## src/rtl/ilf_pkg.sv

```systemverilog
// ----------------------------------------------------------------------------
// ilf_pkg - shared types and constants of the incremental line fit
// Sample format, status and mode codes, request and result payloads.
// ----------------------------------------------------------------------------
`timescale 1ns / 1ps
`default_nettype none

package ilf_pkg;

    // Sample and accumulator geometry
    localparam int SAMPLE_BITS   = 16;
    localparam int FRACTION_BITS = 8;
    localparam int COUNT_W       = 12;
    localparam int SUM_W         = 28;
    localparam int SQ_W          = 44;
    localparam int WORD_W        = 64;
    localparam int Q_W           = 32;

    localparam logic [COUNT_W-1:0] MAX_COUNT = 12'd4095;

    // Request modes (mode 3 behaves as a report)
    localparam logic [1:0] MODE_GIVEN_X = 2'd0;
    localparam logic [1:0] MODE_AUTO_X  = 2'd1;
    localparam logic [1:0] MODE_REPORT  = 2'd2;

    // Result status codes
    localparam logic [1:0] STATUS_OK        = 2'd0;
    localparam logic [1:0] STATUS_FULL      = 2'd1;
    localparam logic [1:0] STATUS_NO_POINTS = 2'd2;

    typedef struct packed {
        logic [1:0]                    mode;
        logic signed [SAMPLE_BITS-1:0] x_value;
        logic signed [SAMPLE_BITS-1:0] y_value;
    } point_t;

    typedef struct packed {
        logic signed [Q_W-1:0]         slope;
        logic signed [Q_W-1:0]         intercept;
        logic signed [Q_W-1:0]         mid_fit;
        logic signed [Q_W-1:0]         residual;
        logic [Q_W-2:0]                peak_residual;
        logic [Q_W-2:0]                rms_residual;
        logic signed [SAMPLE_BITS-1:0] low_x;
        logic signed [SAMPLE_BITS-1:0] high_x;
        logic signed [SAMPLE_BITS-1:0] low_y;
        logic signed [SAMPLE_BITS-1:0] high_y;
        logic [COUNT_W-1:0]            point_count;
        logic [1:0]                    status;
    } result_t;

endpackage

`default_nettype wire

```

## src/rtl/incremental_line_fit.sv

```systemverilog
// ----------------------------------------------------------------------------
// incremental_line_fit - incremental least-squares straight-line fit
// Accumulates point sums, refits slope and intercept after every point,
// tracks residuals and extremes, and reports the RMS residual on request.
// ----------------------------------------------------------------------------
// One request is worked on at a time; point_ready is high only while the
// sequencer is idle. All arithmetic runs on one shared bit-serial unit: a
// multiply ends once no set bit of its multiplier operand is left, and the
// slope division carries 16 extra fraction bits over the plain division. A
// point takes an accept step, ten multiplies and two divisions (the slope
// division is skipped when the x spread is zero). A report request runs a
// division and the square root; a refused point (count full) or a report
// with no points goes straight to the result step. A finished result sits
// in an output register, so the next request is accepted while it waits; a
// later result stalls only if the previous one has still not been taken.
`timescale 1ns / 1ps
`default_nettype none

module incremental_line_fit
(
    input  wire logic            clk,
    input  wire logic            rst_n,
    input  wire logic            point_valid,
    output logic                 point_ready,
    input  wire ilf_pkg::point_t point,
    output logic                 result_valid,
    input  wire logic            result_ready,
    output ilf_pkg::result_t     result
);

    localparam int F      = ilf_pkg::FRACTION_BITS;
    localparam int SB     = ilf_pkg::SAMPLE_BITS;
    localparam int W      = ilf_pkg::WORD_W;
    localparam int AUTO_W = ilf_pkg::COUNT_W + 1 + F;
    localparam logic [6:0] ITER_SLOPE = 7'd80;
    localparam logic [6:0] ITER_PLAIN = 7'd64;
    localparam logic [6:0] ITER_SQRT  = 7'd32;
    localparam logic [AUTO_W-1:0] AUTO_LIMIT = AUTO_W'((1 << (SB - 1)) - 1);

    typedef enum logic [14:0] {
        S_IDLE   = 15'h0001,
        S_XX     = 15'h0002,
        S_XY     = 15'h0004,
        S_NSXX   = 15'h0008,
        S_SXSX   = 15'h0010,
        S_NSXY   = 15'h0020,
        S_SXSY   = 15'h0040,
        S_SLOPE  = 15'h0080,
        S_SLSX   = 15'h0100,
        S_ICPT   = 15'h0200,
        S_FIT    = 15'h0400,
        S_RSQ    = 15'h0800,
        S_MID    = 15'h1000,
        S_RMSDIV = 15'h2000,
        S_SQRT   = 15'h4000
    } state_t;

    state_t state_reg;
    logic   arm_reg;

    // Fit state
    logic [ilf_pkg::COUNT_W-1:0]      count_reg;
    logic signed [ilf_pkg::SUM_W-1:0] sx_reg, sy_reg;
    logic signed [ilf_pkg::SQ_W-1:0]  sxx_reg, sxy_reg;
    logic [W-1:0]                     srr_reg;
    logic [30:0]                      peak_reg;
    logic signed [SB-1:0]             min_x_reg, max_x_reg, min_y_reg, max_y_reg;
    logic signed [31:0]               slope_reg, icpt_reg;

    // Working registers
    logic signed [SB-1:0] x_reg, y_reg;
    logic [W-1:0]         t1_reg, den_reg;
    logic [31:0]          mag_reg;
    logic signed [31:0]   residual_reg;
    logic [30:0]          rms_reg;
    logic [1:0]           status_reg;

    // Shared serial unit
    logic [W-1:0] acc_reg, opa_reg, opb_reg, rem_reg, quo_reg;
    logic         ovf_reg, neg_reg;
    logic [6:0]   cnt_reg;

    logic              result_valid_reg;
    ilf_pkg::result_t  result_reg;

    // Saturate a 64-bit signed value to 32 bits
    function automatic logic signed [31:0] sat32(input logic signed [W-1:0] v);
        logic signed [31:0] r;
        if (v > 64'sh0000_0000_7FFF_FFFF)
            r = 32'sh7FFF_FFFF;
        else if (v < -64'sh0000_0000_8000_0000)
            r = 32'sh8000_0000;
        else
            r = v[31:0];
        return r;
    endfunction

    // Signed, saturated quotient from magnitude quotient and overflow flag
    function automatic logic signed [31:0] div_sat(input logic [31:0] q,
                                                   input logic over,
                                                   input logic neg);
        logic signed [31:0] r;
        if (neg)
            r = (over || q > 32'h8000_0000) ? 32'sh8000_0000 : 32'(32'd0 - q);
        else
            r = (over || q[31]) ? 32'sh7FFF_FFFF : q;
        return r;
    endfunction

    function automatic logic [W-1:0] mag64(input logic [W-1:0] v);
        return v[W-1] ? W'(0 - v) : v;
    endfunction

    // Unit class of the current step
    logic is_mul, is_div, slope_skip;
    always_comb
    begin
        is_mul = state_reg inside {S_XX, S_XY, S_NSXX, S_SXSX, S_NSXY, S_SXSY,
                                   S_SLSX, S_FIT, S_RSQ, S_MID};
        is_div = state_reg inside {S_SLOPE, S_ICPT, S_RMSDIV};
        // Degenerate x spread: slope division skipped
        slope_skip = (state_reg == S_SLOPE) && (den_reg == '0);
    end

    // Request decode
    logic                 accept, mode_point, full;
    logic [AUTO_W-1:0]    auto_wide;
    logic signed [SB-1:0] x_in;
    always_comb
    begin
        accept     = point_valid && point_ready;
        mode_point = (point.mode == ilf_pkg::MODE_GIVEN_X) ||
                     (point.mode == ilf_pkg::MODE_AUTO_X);
        full       = count_reg >= ilf_pkg::MAX_COUNT;
        auto_wide  = AUTO_W'(count_reg + 1'b1) << F;
        if (point.mode == ilf_pkg::MODE_GIVEN_X)
            x_in = point.x_value;
        else if (auto_wide > AUTO_LIMIT)
            x_in = AUTO_LIMIT[SB-1:0];
        else
            x_in = auto_wide[SB-1:0];
    end

    // Multiply operand selection
    logic [W-1:0]       mul_a, mul_b;
    logic signed [SB:0] x_span;
    always_comb
    begin
        x_span = (SB+1)'(min_x_reg) + (SB+1)'(max_x_reg);
        mul_a  = W'(x_reg);
        mul_b  = W'(x_reg);
        case (state_reg)
            S_XX:    begin mul_a = W'(x_reg);     mul_b = W'(x_reg);       end
            S_XY:    begin mul_a = W'(y_reg);     mul_b = W'(x_reg);       end
            S_NSXX:  begin mul_a = W'(sxx_reg);   mul_b = W'(count_reg);   end
            S_SXSX:  begin mul_a = W'(sx_reg);    mul_b = W'(sx_reg);      end
            S_NSXY:  begin mul_a = W'(sxy_reg);   mul_b = W'(count_reg);   end
            S_SXSY:  begin mul_a = W'(sy_reg);    mul_b = W'(sx_reg);      end
            S_SLSX:  begin mul_a = W'(slope_reg); mul_b = W'(sx_reg);      end
            S_FIT:   begin mul_a = W'(slope_reg); mul_b = W'(x_reg);       end
            S_RSQ:   begin mul_a = W'(mag_reg);   mul_b = W'(mag_reg);     end
            S_MID:   begin mul_a = W'(slope_reg); mul_b = W'(x_span);      end
            default: begin mul_a = W'(x_reg);     mul_b = W'(x_reg);       end
        endcase
    end

    // Divide operand selection
    logic [W-1:0] div_num, div_den;
    logic         div_neg;
    logic [6:0]   div_iter;
    always_comb
    begin
        case (state_reg)
            S_SLOPE:
            begin
                div_num  = mag64(t1_reg);
                div_den  = mag64(den_reg);
                div_neg  = t1_reg[W-1] != den_reg[W-1];
                div_iter = ITER_SLOPE;
            end
            S_ICPT:
            begin
                div_num  = mag64(t1_reg);
                div_den  = W'(count_reg) << F;
                div_neg  = t1_reg[W-1];
                div_iter = ITER_PLAIN;
            end
            default:
            begin
                div_num  = srr_reg;
                div_den  = W'(count_reg);
                div_neg  = 1'b0;
                div_iter = ITER_PLAIN;
            end
        endcase
    end

    // One step of each serial unit
    logic [W:0]   div_rs, div_diff;
    logic         div_ge;
    logic [W-1:0] quo_step, sq_try;
    logic         sq_ge;
    logic         unit_done;
    always_comb
    begin
        div_rs    = {rem_reg, opa_reg[W-1]};
        div_diff  = div_rs - {1'b0, opb_reg};
        div_ge    = div_rs >= {1'b0, opb_reg};
        quo_step  = {quo_reg[W-2:0], div_ge};
        sq_try    = quo_reg + opb_reg;
        sq_ge     = rem_reg >= sq_try;
        unit_done = !arm_reg && (is_mul ? (opb_reg == '0) : (cnt_reg == '0));
    end

    // Finishing arithmetic of the fit, residual and mid-range value
    logic signed [W-1:0] fit_val, diff_val, mid_wide;
    logic signed [31:0]  res_val;
    logic [31:0]         res_mag;
    logic [W:0]          srr_sum;
    logic signed [31:0]  div_val;
    logic                out_free;
    logic                result_load;
    always_comb
    begin
        fit_val     = ($signed(acc_reg) >>> F) + W'(icpt_reg);
        diff_val    = (W'(y_reg) << (16 - F)) - fit_val;
        res_val     = sat32(diff_val);
        res_mag     = res_val[31] ? 32'(32'd0 - res_val) : res_val;
        srr_sum     = {1'b0, srr_reg} + {1'b0, acc_reg};
        mid_wide    = ($signed(acc_reg) >>> (F + 1)) + W'(icpt_reg);
        div_val     = div_sat(quo_reg[31:0], ovf_reg, neg_reg);
        out_free    = !result_valid_reg || result_ready;
        result_load = unit_done && (state_reg == S_MID) && out_free;
    end

    // Sequencer and datapath
    always_ff @(posedge clk or negedge rst_n)
    begin
        if (!rst_n)
        begin
            state_reg        <= S_IDLE;
            arm_reg          <= 1'b0;
            result_valid_reg <= 1'b0;
            count_reg        <= '0;
            sx_reg           <= '0;
            sy_reg           <= '0;
            sxx_reg          <= '0;
            sxy_reg          <= '0;
            srr_reg          <= '0;
            peak_reg         <= '0;
            min_x_reg        <= '0;
            max_x_reg        <= '0;
            min_y_reg        <= '0;
            max_y_reg        <= '0;
            slope_reg        <= '0;
            icpt_reg         <= '0;
        end
        else
        begin
            // Output register handshake
            if (result_load)
                result_valid_reg <= 1'b1;
            else if (result_valid_reg && result_ready)
                result_valid_reg <= 1'b0;

            if (state_reg == S_IDLE)
            begin
                if (accept)
                begin
                    arm_reg      <= 1'b1;
                    residual_reg <= '0;
                    rms_reg      <= '0;
                    if (mode_point && full)
                    begin
                        status_reg <= ilf_pkg::STATUS_FULL;
                        state_reg  <= S_MID;
                    end
                    else if (mode_point)
                    begin
                        status_reg <= ilf_pkg::STATUS_OK;
                        x_reg      <= x_in;
                        y_reg      <= point.y_value;
                        if (count_reg == '0 || x_in > max_x_reg)
                            max_x_reg <= x_in;
                        if (count_reg == '0 || x_in < min_x_reg)
                            min_x_reg <= x_in;
                        if (count_reg == '0 || point.y_value > max_y_reg)
                            max_y_reg <= point.y_value;
                        if (count_reg == '0 || point.y_value < min_y_reg)
                            min_y_reg <= point.y_value;
                        count_reg <= count_reg + 1'b1;
                        sx_reg    <= sx_reg + ilf_pkg::SUM_W'(x_in);
                        sy_reg    <= sy_reg + ilf_pkg::SUM_W'(point.y_value);
                        state_reg <= S_XX;
                    end
                    else if (count_reg == '0)
                    begin
                        status_reg <= ilf_pkg::STATUS_NO_POINTS;
                        state_reg  <= S_MID;
                    end
                    else
                    begin
                        status_reg <= ilf_pkg::STATUS_OK;
                        state_reg  <= S_RMSDIV;
                    end
                end
            end
            else if (arm_reg)
            begin
                // Load the shared unit for this step
                arm_reg <= slope_skip;
                if (is_mul)
                begin
                    acc_reg <= '0;
                    opa_reg <= mul_b[W-1] ? W'(0 - mul_a) : mul_a;
                    opb_reg <= mul_b[W-1] ? W'(0 - mul_b) : mul_b;
                end
                else if (is_div)
                begin
                    if (slope_skip)
                    begin
                        // Slope forced to zero
                        slope_reg <= '0;
                        state_reg <= S_SLSX;
                    end
                    opa_reg <= div_num;
                    opb_reg <= div_den;
                    neg_reg <= div_neg;
                    cnt_reg <= div_iter;
                    rem_reg <= '0;
                    quo_reg <= '0;
                    ovf_reg <= 1'b0;
                end
                else
                begin
                    rem_reg <= t1_reg;
                    quo_reg <= '0;
                    opb_reg <= W'(1) << (W - 2);
                    cnt_reg <= ITER_SQRT;
                end
            end
            else if (!unit_done)
            begin
                // One serial step
                if (is_mul)
                begin
                    if (opb_reg[0])
                        acc_reg <= acc_reg + opa_reg;
                    opa_reg <= opa_reg << 1;
                    opb_reg <= opb_reg >> 1;
                end
                else if (is_div)
                begin
                    rem_reg <= div_ge ? div_diff[W-1:0] : div_rs[W-1:0];
                    quo_reg <= quo_step;
                    opa_reg <= opa_reg << 1;
                    if (quo_step[32])
                        ovf_reg <= 1'b1;
                    cnt_reg <= cnt_reg - 1'b1;
                end
                else
                begin
                    if (sq_ge)
                    begin
                        rem_reg <= rem_reg - sq_try;
                        quo_reg <= (quo_reg >> 1) + opb_reg;
                    end
                    else
                    begin
                        quo_reg <= quo_reg >> 1;
                    end
                    opb_reg <= opb_reg >> 2;
                    cnt_reg <= cnt_reg - 1'b1;
                end
            end
            else
            begin
                // Step finished: take its result; the mid step waits unarmed
                arm_reg <= (state_reg != S_MID);
                case (state_reg)
                    S_XX:
                    begin
                        sxx_reg   <= sxx_reg + acc_reg[ilf_pkg::SQ_W-1:0];
                        state_reg <= S_XY;
                    end
                    S_XY:
                    begin
                        sxy_reg   <= sxy_reg + acc_reg[ilf_pkg::SQ_W-1:0];
                        state_reg <= S_NSXX;
                    end
                    S_NSXX:
                    begin
                        t1_reg    <= acc_reg;
                        state_reg <= S_SXSX;
                    end
                    S_SXSX:
                    begin
                        den_reg   <= t1_reg - acc_reg;
                        state_reg <= S_NSXY;
                    end
                    S_NSXY:
                    begin
                        t1_reg    <= acc_reg;
                        state_reg <= S_SXSY;
                    end
                    S_SXSY:
                    begin
                        t1_reg    <= t1_reg - acc_reg;
                        state_reg <= S_SLOPE;
                    end
                    S_SLOPE:
                    begin
                        slope_reg <= div_val;
                        state_reg <= S_SLSX;
                    end
                    S_SLSX:
                    begin
                        t1_reg    <= (W'(sy_reg) << 16) - acc_reg;
                        state_reg <= S_ICPT;
                    end
                    S_ICPT:
                    begin
                        icpt_reg  <= div_val;
                        state_reg <= S_FIT;
                    end
                    S_FIT:
                    begin
                        residual_reg <= res_val;
                        mag_reg      <= res_mag;
                        if (res_mag[31])
                            peak_reg <= 31'h7FFF_FFFF;
                        else if (res_mag[30:0] > peak_reg)
                            peak_reg <= res_mag[30:0];
                        state_reg <= S_RSQ;
                    end
                    S_RSQ:
                    begin
                        srr_reg   <= srr_sum[W] ? '1 : srr_sum[W-1:0];
                        state_reg <= S_MID;
                    end
                    S_RMSDIV:
                    begin
                        t1_reg    <= quo_reg;
                        state_reg <= S_SQRT;
                    end
                    S_SQRT:
                    begin
                        rms_reg   <= (quo_reg > W'(32'h7FFF_FFFF)) ? 31'h7FFF_FFFF
                                                                  : quo_reg[30:0];
                        state_reg <= S_MID;
                    end
                    S_MID:
                    begin
                        // Hold here until the output register is free
                        if (out_free)
                        begin
                            result_reg.slope         <= slope_reg;
                            result_reg.intercept     <= icpt_reg;
                            result_reg.mid_fit       <= sat32(mid_wide);
                            result_reg.residual      <= residual_reg;
                            result_reg.peak_residual <= peak_reg;
                            result_reg.rms_residual  <= rms_reg;
                            result_reg.low_x         <= min_x_reg;
                            result_reg.high_x        <= max_x_reg;
                            result_reg.low_y         <= min_y_reg;
                            result_reg.high_y        <= max_y_reg;
                            result_reg.point_count   <= count_reg;
                            result_reg.status        <= status_reg;
                            state_reg                <= S_IDLE;
                        end
                    end
                    default:
                    begin
                        state_reg <= S_IDLE;
                    end
                endcase
            end
        end
    end

    assign point_ready  = state_reg == S_IDLE;
    assign result_valid = result_valid_reg;
    assign result       = result_reg;

    // Checks
    a_count_limit: assert property (@(posedge clk) disable iff (!rst_n)
        count_reg <= ilf_pkg::MAX_COUNT)
        else $error("point count beyond limit");

    a_peak_monotonic: assert property (@(posedge clk) disable iff (!rst_n)
        peak_reg >= $past(peak_reg))
        else $error("peak residual decreased");

    a_srr_monotonic: assert property (@(posedge clk) disable iff (!rst_n)
        srr_reg >= $past(srr_reg))
        else $error("squared residual sum decreased");

    a_x_order: assert property (@(posedge clk) disable iff (!rst_n)
        (count_reg != '0) |-> (min_x_reg <= max_x_reg))
        else $error("x extremes out of order");

    a_iter_bound: assert property (@(posedge clk) disable iff (!rst_n)
        (is_div && !arm_reg) |-> (cnt_reg <= ITER_SLOPE))
        else $error("divider iteration count out of range");

endmodule

`default_nettype wire
```

## config.mk

```make
export PLATFORM = sky130hd
export DESIGN_NAME = incremental_line_fit
export DESIGN_NICKNAME = d
export VERILOG_FILES = /design/src/rtl/ilf_pkg.sv /design/src/rtl/incremental_line_fit.sv
export SDC_FILE = /design/constraint.sdc
export NUM_CORES = 2
export LEC_CHECK = 0
export BUFFER_PORTS_ARGS = -buffer_cell sky130_fd_sc_hd__clkbuf_2
export CORE_MARGIN = 8
export CORE_UTILIZATION = 35
export CTS_CLUSTER_SIZE = 20
export DETAILED_ROUTE_END_ITERATION = 10
export SYNTH_ARGS = -nofsm -noshare
export SYNTH_HDL_FRONTEND = slang
export SYNTH_SLANG_ARGS = --single-unit
```

## constraint.sdc

```tcl
create_clock -name clk -period 45.3 [get_ports clk]
set_clock_uncertainty 0.2 [all_clocks]
set_input_delay 4.53 -clock clk [delete_from_list [all_inputs] [get_ports clk]]
set_output_delay 4.53 -clock clk [all_outputs]
set_load 0.005 [all_outputs]
```

; ---- Word-level counts from Yosys, hierarchy flattened
; Index checks and enable logic that the tools add are counted.
[classes]
eq_ne = 29
n_reduce_logical = 70
magnitude_cmp = 15
addsub = 25
n_bitwise = 4
mux = 104
[op_table]
columns = cell, count
row1 = 64-bit 2-to-1 mux, 37
row2 = 32-bit 2-to-1 mux, 18
row3 = 64-bit case mux with 4 select lines, 2
row4 = 64-bit case mux with 7 select lines, 1
row5 = "1-bit by 64-bit subtractor with 64-bit output, first input constant", 4
row6 = 64-bit subtractor, 4
row7 = 31-bit 2-to-1 mux, 8
row8 = 15-bit case mux with 13 select lines, 1
row9 = 64-bit adder, 2
row10 = 64-bit logical NOT, 2
row11 = 64-bit case mux with 2 select lines, 1
row12 = 15-bit 2-to-1 mux, 8
row13 = 44-bit adder, 2
row14 = 5-bit AND reduction, 14
row15 = 64-bit by 64-bit adder with 65-bit output, 1
row16 = 65-bit by 64-bit greater-or-equal comparator with 1-bit output, 1
row17 = 63-bit by 64-bit adder with 64-bit output, 1
row18 = 64-bit greater-or-equal comparator, 1
row19 = "64-bit by 31-bit > comparator with 1-bit output, second input constant", 1
row20 = "1-bit by 32-bit subtractor with 32-bit output, first input constant", 2
row21 = "58-bit by 32-bit > comparator with 1-bit output, second input constant", 1
row22 = "58-bit by 32-bit less-than comparator with 1-bit output, second input constant", 1
row23 = 24-bit by 57-bit subtractor with 58-bit output, 1
row24 = 56-bit by 32-bit adder with 57-bit output, 1
row25 = 60 further kinds, 132
[totals]
input_bits = 38
output_inout_bits = 270
register_bits = 1250
elab_cells = 292

; ---- Longest topological paths before layout
[logic_depth]
ltp_word = 10
mapped_depth = 44
mapped_depth_nobuf = 40

; ---- Worst setup path after synthesis
; Ideal clock, no wire load.
[synth_path]
path_type = input to register
start = input port result_ready
end = register result_reg, in the netlist result[0] (enable)
path_slack_ns = 11.513
path_buffers = 0
required_ns = 43.458
arrival_time_ns = 31.944
path_stages = 2
path_cell_list = nand2b_1 > nor4b_1
[synth_between]
elab_chain_len = 2
[synth_lines]
columns = element, line
row1 = start: declaration, incremental_line_fit.sv:27  ; input wire logic result_ready,
row2 = 1-bit logical OR, incremental_line_fit.sv:232  ; out_free = !result_valid_reg || result_ready;
row3 = 6-bit AND reduction (no source line), --
row4 = end: declaration, incremental_line_fit.sv:84  ; ilf_pkg::result_t result_reg;
; Every way passes these cells.
; A chain may end at the register's enable or synchronous reset.

; ---- Final worst setup path
[layout_path]
start = register y_reg[15]
end = register peak_reg[20]
[layout_between]
elab_chain_len = 9
[layout_lines]
columns = element, line
row1 = start: declaration, incremental_line_fit.sv:71  ; logic signed [SB-1:0] x_reg, y_reg;
row2 = start signal: assignment, incremental_line_fit.sv:282  ; y_reg <= point.y_value;
row3 = 24-bit by 57-bit subtractor with 58-bit output (*), incremental_line_fit.sv:226  ; diff_val = (W'(y_reg) << (16 - F)) - fit_val;
row4 = 58-bit by 32-bit less-than comparator with 1-bit output, incremental_line_fit.sv:91  ; else if (v < -64'sh0000_0000_8000_0000)
row5 = 32-bit 2-to-1 mux, incremental_line_fit.sv:91
row6 = 32-bit 2-to-1 mux (*), incremental_line_fit.sv:89  ; if (v > 64'sh0000_0000_7FFF_FFFF)
row7 = 1-bit by 32-bit subtractor with 32-bit output, incremental_line_fit.sv:228  ; res_mag = res_val[31] ? 32'(32'd0 - res_val) : res_val;
row8 = 32-bit 2-to-1 mux (*), incremental_line_fit.sv:228
row9 = net res_mag[18], incremental_line_fit.sv:218  ; logic [31:0] res_mag;
row10 = 31-bit > comparator (*), incremental_line_fit.sv:432  ; else if (res_mag[30:0] > peak_reg)
row11 = 2-bit nonzero test (no source line) (*), --
row12 = 5-bit AND reduction (no source line) (*), --
row13 = end signal: assignment, incremental_line_fit.sv:433  ; peak_reg <= res_mag[30:0];
row14 = end: declaration, incremental_line_fit.sv:66  ; logic [30:0] peak_reg;
; The timed path passes the listed nets; every way through them passes the cells marked *. The select of a mux whose other input is x is not followed.

==> results.py <==
metrics = {
    "power_and_ir_drop": {
        "power_mw": 5.47,
        "ir_worst_vdd_mv": 0.0901,
        "powerDensity_nw_per_um2": 48.5,
        "p_leak_nw": 47.2,
    },
    "run": {
        "maxCapViolCount": 0,
    },
    "logic_synthesis": {
        "ys_seq_area_share_pct": 35.1,
        "ys_ff_latch": 1250,
        "synthFlopType": "edfxtp_1",
        "synthTopCellsByCount": "nand2_1, a21oi_1, ha_1, o21ai_0, nor2_1",
        "syn_inst": 11300,
        "synth-edff-count": 854,
        "synth_top_area_cell": "edfxtp_1",
        "synth_area_leaders": "edfxtp_1, ha_1, dfrtp_1, a21oi_1, o21ai_0",
        "synth_top_area_share_pct": 25.3,
        "async_flop_share_pct": 31.7,
        "netlist_area_um2": 101000,
        "synth_area_per_cell_um2": 8.94,
        "yosysUniqueCellTypes": 95,
        "synth.net_count": 12300,
        "yosysMostFrequentCell": "nand2_1",
        "synth-warning-count": 0,
    },
    "routing": {
        "postRouteAntennaNets": 0,
        "first_pass_iters": 11,
        "routed_wl_um": 418000,
        "wl_per_cell_um": 27.1,
        "num_vias": 92600,
        "drcViolationCount": 2,
        "vias_per_cell": 6.00,
        "drt_iter0_markers": 10700,
    },
    "sta": {
        "relSlewSlack_pct": 3.66,
        "worst_slack_ps": 33420,
        "drv_slew": 0,
        "fin_setup_tns_ps": 0,
        "tightestPinTransition_ps": 1450,
        "hold_viol": 0,
        "finalCritPeriodShare_pct": 26.2,
        "rsz0062_at_grt": "false",
        "setup_viol": 0,
        "min_period_ps": 11880,
        "max_freq_ghz": 0.0841,
    },
    "finish": {
        "syn_to_final_growth_pct": 11.6,
        "largest_reg_flops": 268,
        "drive_above_1_share_pct": 8.78,
        "nNetsFinal": 12500,
    },
    "global_route": {
        "grt_pass1_vias": 86400,
        "overflow": 0,
        "met3_usage_pct": 6.29,
        "track_usage_pct": 25.8,
        "grt_max_degree": 150,
        "top_usage_layer": "met2",
        "use_met2_pct": 38.1,
        "grt_pass1_wl_um": 599000,
        "antenna_found_initial": 21,
        "grt_use_met1_pct": 35.7,
    },
    "floorplan": {
        "core_area_um2": 288000,
        "rows": 197,
        "fp.dieArea_um2": 307000,
        "fp.dieH_um": 554,
        "start_util_pct": 35.2,
        "top_level_ports": 308,
        "die_x_um": 554,
    },
    "clocking": {
        "ctsHtreeMaxLevel": 4,
        "cts.root.buffer_cell": "clkbuf_16",
        "cts.sinks": 1250,
        "insertion_delay_ps": 880,
        "ctsResizeCount": 0,
        "clk_pin_slew_worst_paths_ps": 70,
        "cts_setup_buffers": 0,
        "cts_hold_buf": 0,
        "clock_path_buffers": 4,
        "cts_tree": "done",
        "cts_buffers": 162,
    },
    "worst_setup_path": {
        "max_stage_delay_ps": 750,
        "crit_top_cell": "a21oi_1",
        "regToRegStartpoint": "y_reg[15]",
        "cpMaxStageDelayCell": "o21ba_2",
        "crit_arrival_ps": 12420,
        "critPathLaunch": "y_reg[15]",
        "crit_fanout": 46,
        "critPathTopFamily": "compound AO/OA/AOI/OAI gates",
        "worstSetupPathType": "reg2reg",
        "r2r_slack_ps": 33420,
        "crit_required_ps": 45830,
        "cp-start-kind": "flop",
        "crit_cells": 39,
        "worstSetupEndpoint": "peak_reg[20]",
        "r2r_cells": 39,
        "rr_endpoint": "peak_reg[20]",
        "end_kind": "flop",
        "path_buf_inv": 3,
    },
    "placed_design": {
        "port_buffers": 307,
        "dpl.hpwl_um": 328000,
        "post-place-ws_ps": 33410,
        "gp_congestion": 1.01,
    },
    "outcome": {
        "status": "finished, violations left",
        "violations": "design-rule violations",
    },
    "min_path": {
        "hp-class": "reg2reg",
    },
}
[worst register-to-register path: cells and delay by family, from the launching register on]
family	cells	cell delay (ps)
compound gates	21	5950
xor+xnor	1	230
buf+inv	3	810
simple gates	10	2520
flops	1	320
fa+ha+maj	4	1810
[how the worst min path moves through the flow]
stage             startpoint           to  slack, ps  depth (start not counted)
2_1_floorplan  status_reg[0]    result[0]        200                          0
6_report         rms_reg[23]  result[101]        210                          0
4_1_cts          rms_reg[23]  result[101]        210                          0
5_1_grt          rms_reg[23]  result[101]        210                          0
3_5_place_dp     rms_reg[23]  result[101]        200                          0
3_3_place_gp      rms_reg[1]   result[79]        200                          0
[stage by stage]
step                instances  cell area, um^2  hold WS [ps]  utilization (%)
CTS                     15400           113000           207             39.2
floorplan               11300           101000           200                -
finish                  15400           113000           208             39.2
global placement        15100           108000           201             37.4
global route            15400           113000           211             39.2
detailed placement      15100           108000           205             37.4
[power breakdown]
group | switching, mW | internal [mW]
Clock | 0.553 | 0.752
Combinational | 1.53 | 1.07
Sequential | 0.146 | 1.42
Total | 2.23 | 3.24
[placed cells by master (no fill, tap or decap), types with 62 or more instances in the layout]
| master | synthesis | layout |
|---|---|---|
| edfxtp_1 | 854 | 854 |
| xor2_1 | 402 | 402 |
| o21a_1 | 86 | 85 |
| a21oi_1 | 926 | 922 |
| o31ai_1 | 106 | 106 |
| a22oi_1 | 70 | 70 |
| a21o_1 | 485 | 483 |
| nor4_1 | 75 | 62 |
| a22o_1 | 73 | 73 |
| a31oi_1 | 130 | 130 |
| xnor2_1 | 458 | 458 |
| o21bai_1 | 112 | 112 |
| or3_1 | 99 | 97 |
| nor2_1 | 855 | 843 |
| fa_1 | 62 | 62 |
| ha_1 | 894 | 894 |
| nor3_1 | 222 | 219 |
| nor2b_1 | 123 | 123 |
| o211ai_1 | 120 | 120 |
| o21ai_0 | 891 | 890 |
| mux2i_1 | 77 | 76 |
| dfrtp_1 | 395 | 394 |
| inv_1 | 536 | 534 |
| nand4_1 | 131 | 131 |
| mux2_2 | 89 | 89 |
| nand2_1 | 1033 | 1029 |
| nand2b_1 | 154 | 153 |
| buf_4 | 1 | 211 |
| a222oi_1 | 73 | 73 |
| and3_1 | 94 | 93 |
| nand3_1 | 253 | 253 |
| a211oi_1 | 99 | 99 |
| clkbuf_2 | 1 | 306 |
| clkbuf_16 | 0 | 163 |
[final cells by class]
type | count | area (um^2)
Sequential cell | 1250 | 35600
Clock buffer | 200 | 4320
Fill cell | 28800 | 175000
Tap cell | 3781 | 4730
Clock inverter | 84 | 842
Antenna cell | 17 | 42.5
Multi-Input combinational cell | 9025 | 62200
Timing Repair Buffer | 523 | 3230
Inverter | 538 | 2020
[layer usage]
layer	vias to the layer above	part of all wire (%)	routed length, um
met3	699	11	44100
met5	-	0.017	69
met1	45000	43	179000
met4	10	5.3	22100
li1	42500	-	-
met2	4324	41	173000
[cell families after synthesis]
| family | synth area share (%) |
|---|---|
| and+or+nand+nor | 15.5 |
| adders and majority gates | 12.3 |
| AOI/OAI and AO/OA | 24.0 |
| buffers and inverters | 3.90 |
| xor gates and xnor gates | 7.44 |
| muxes | 1.76 |
| DFF | 35.1 |
Power figures use the tool's default switching activity.
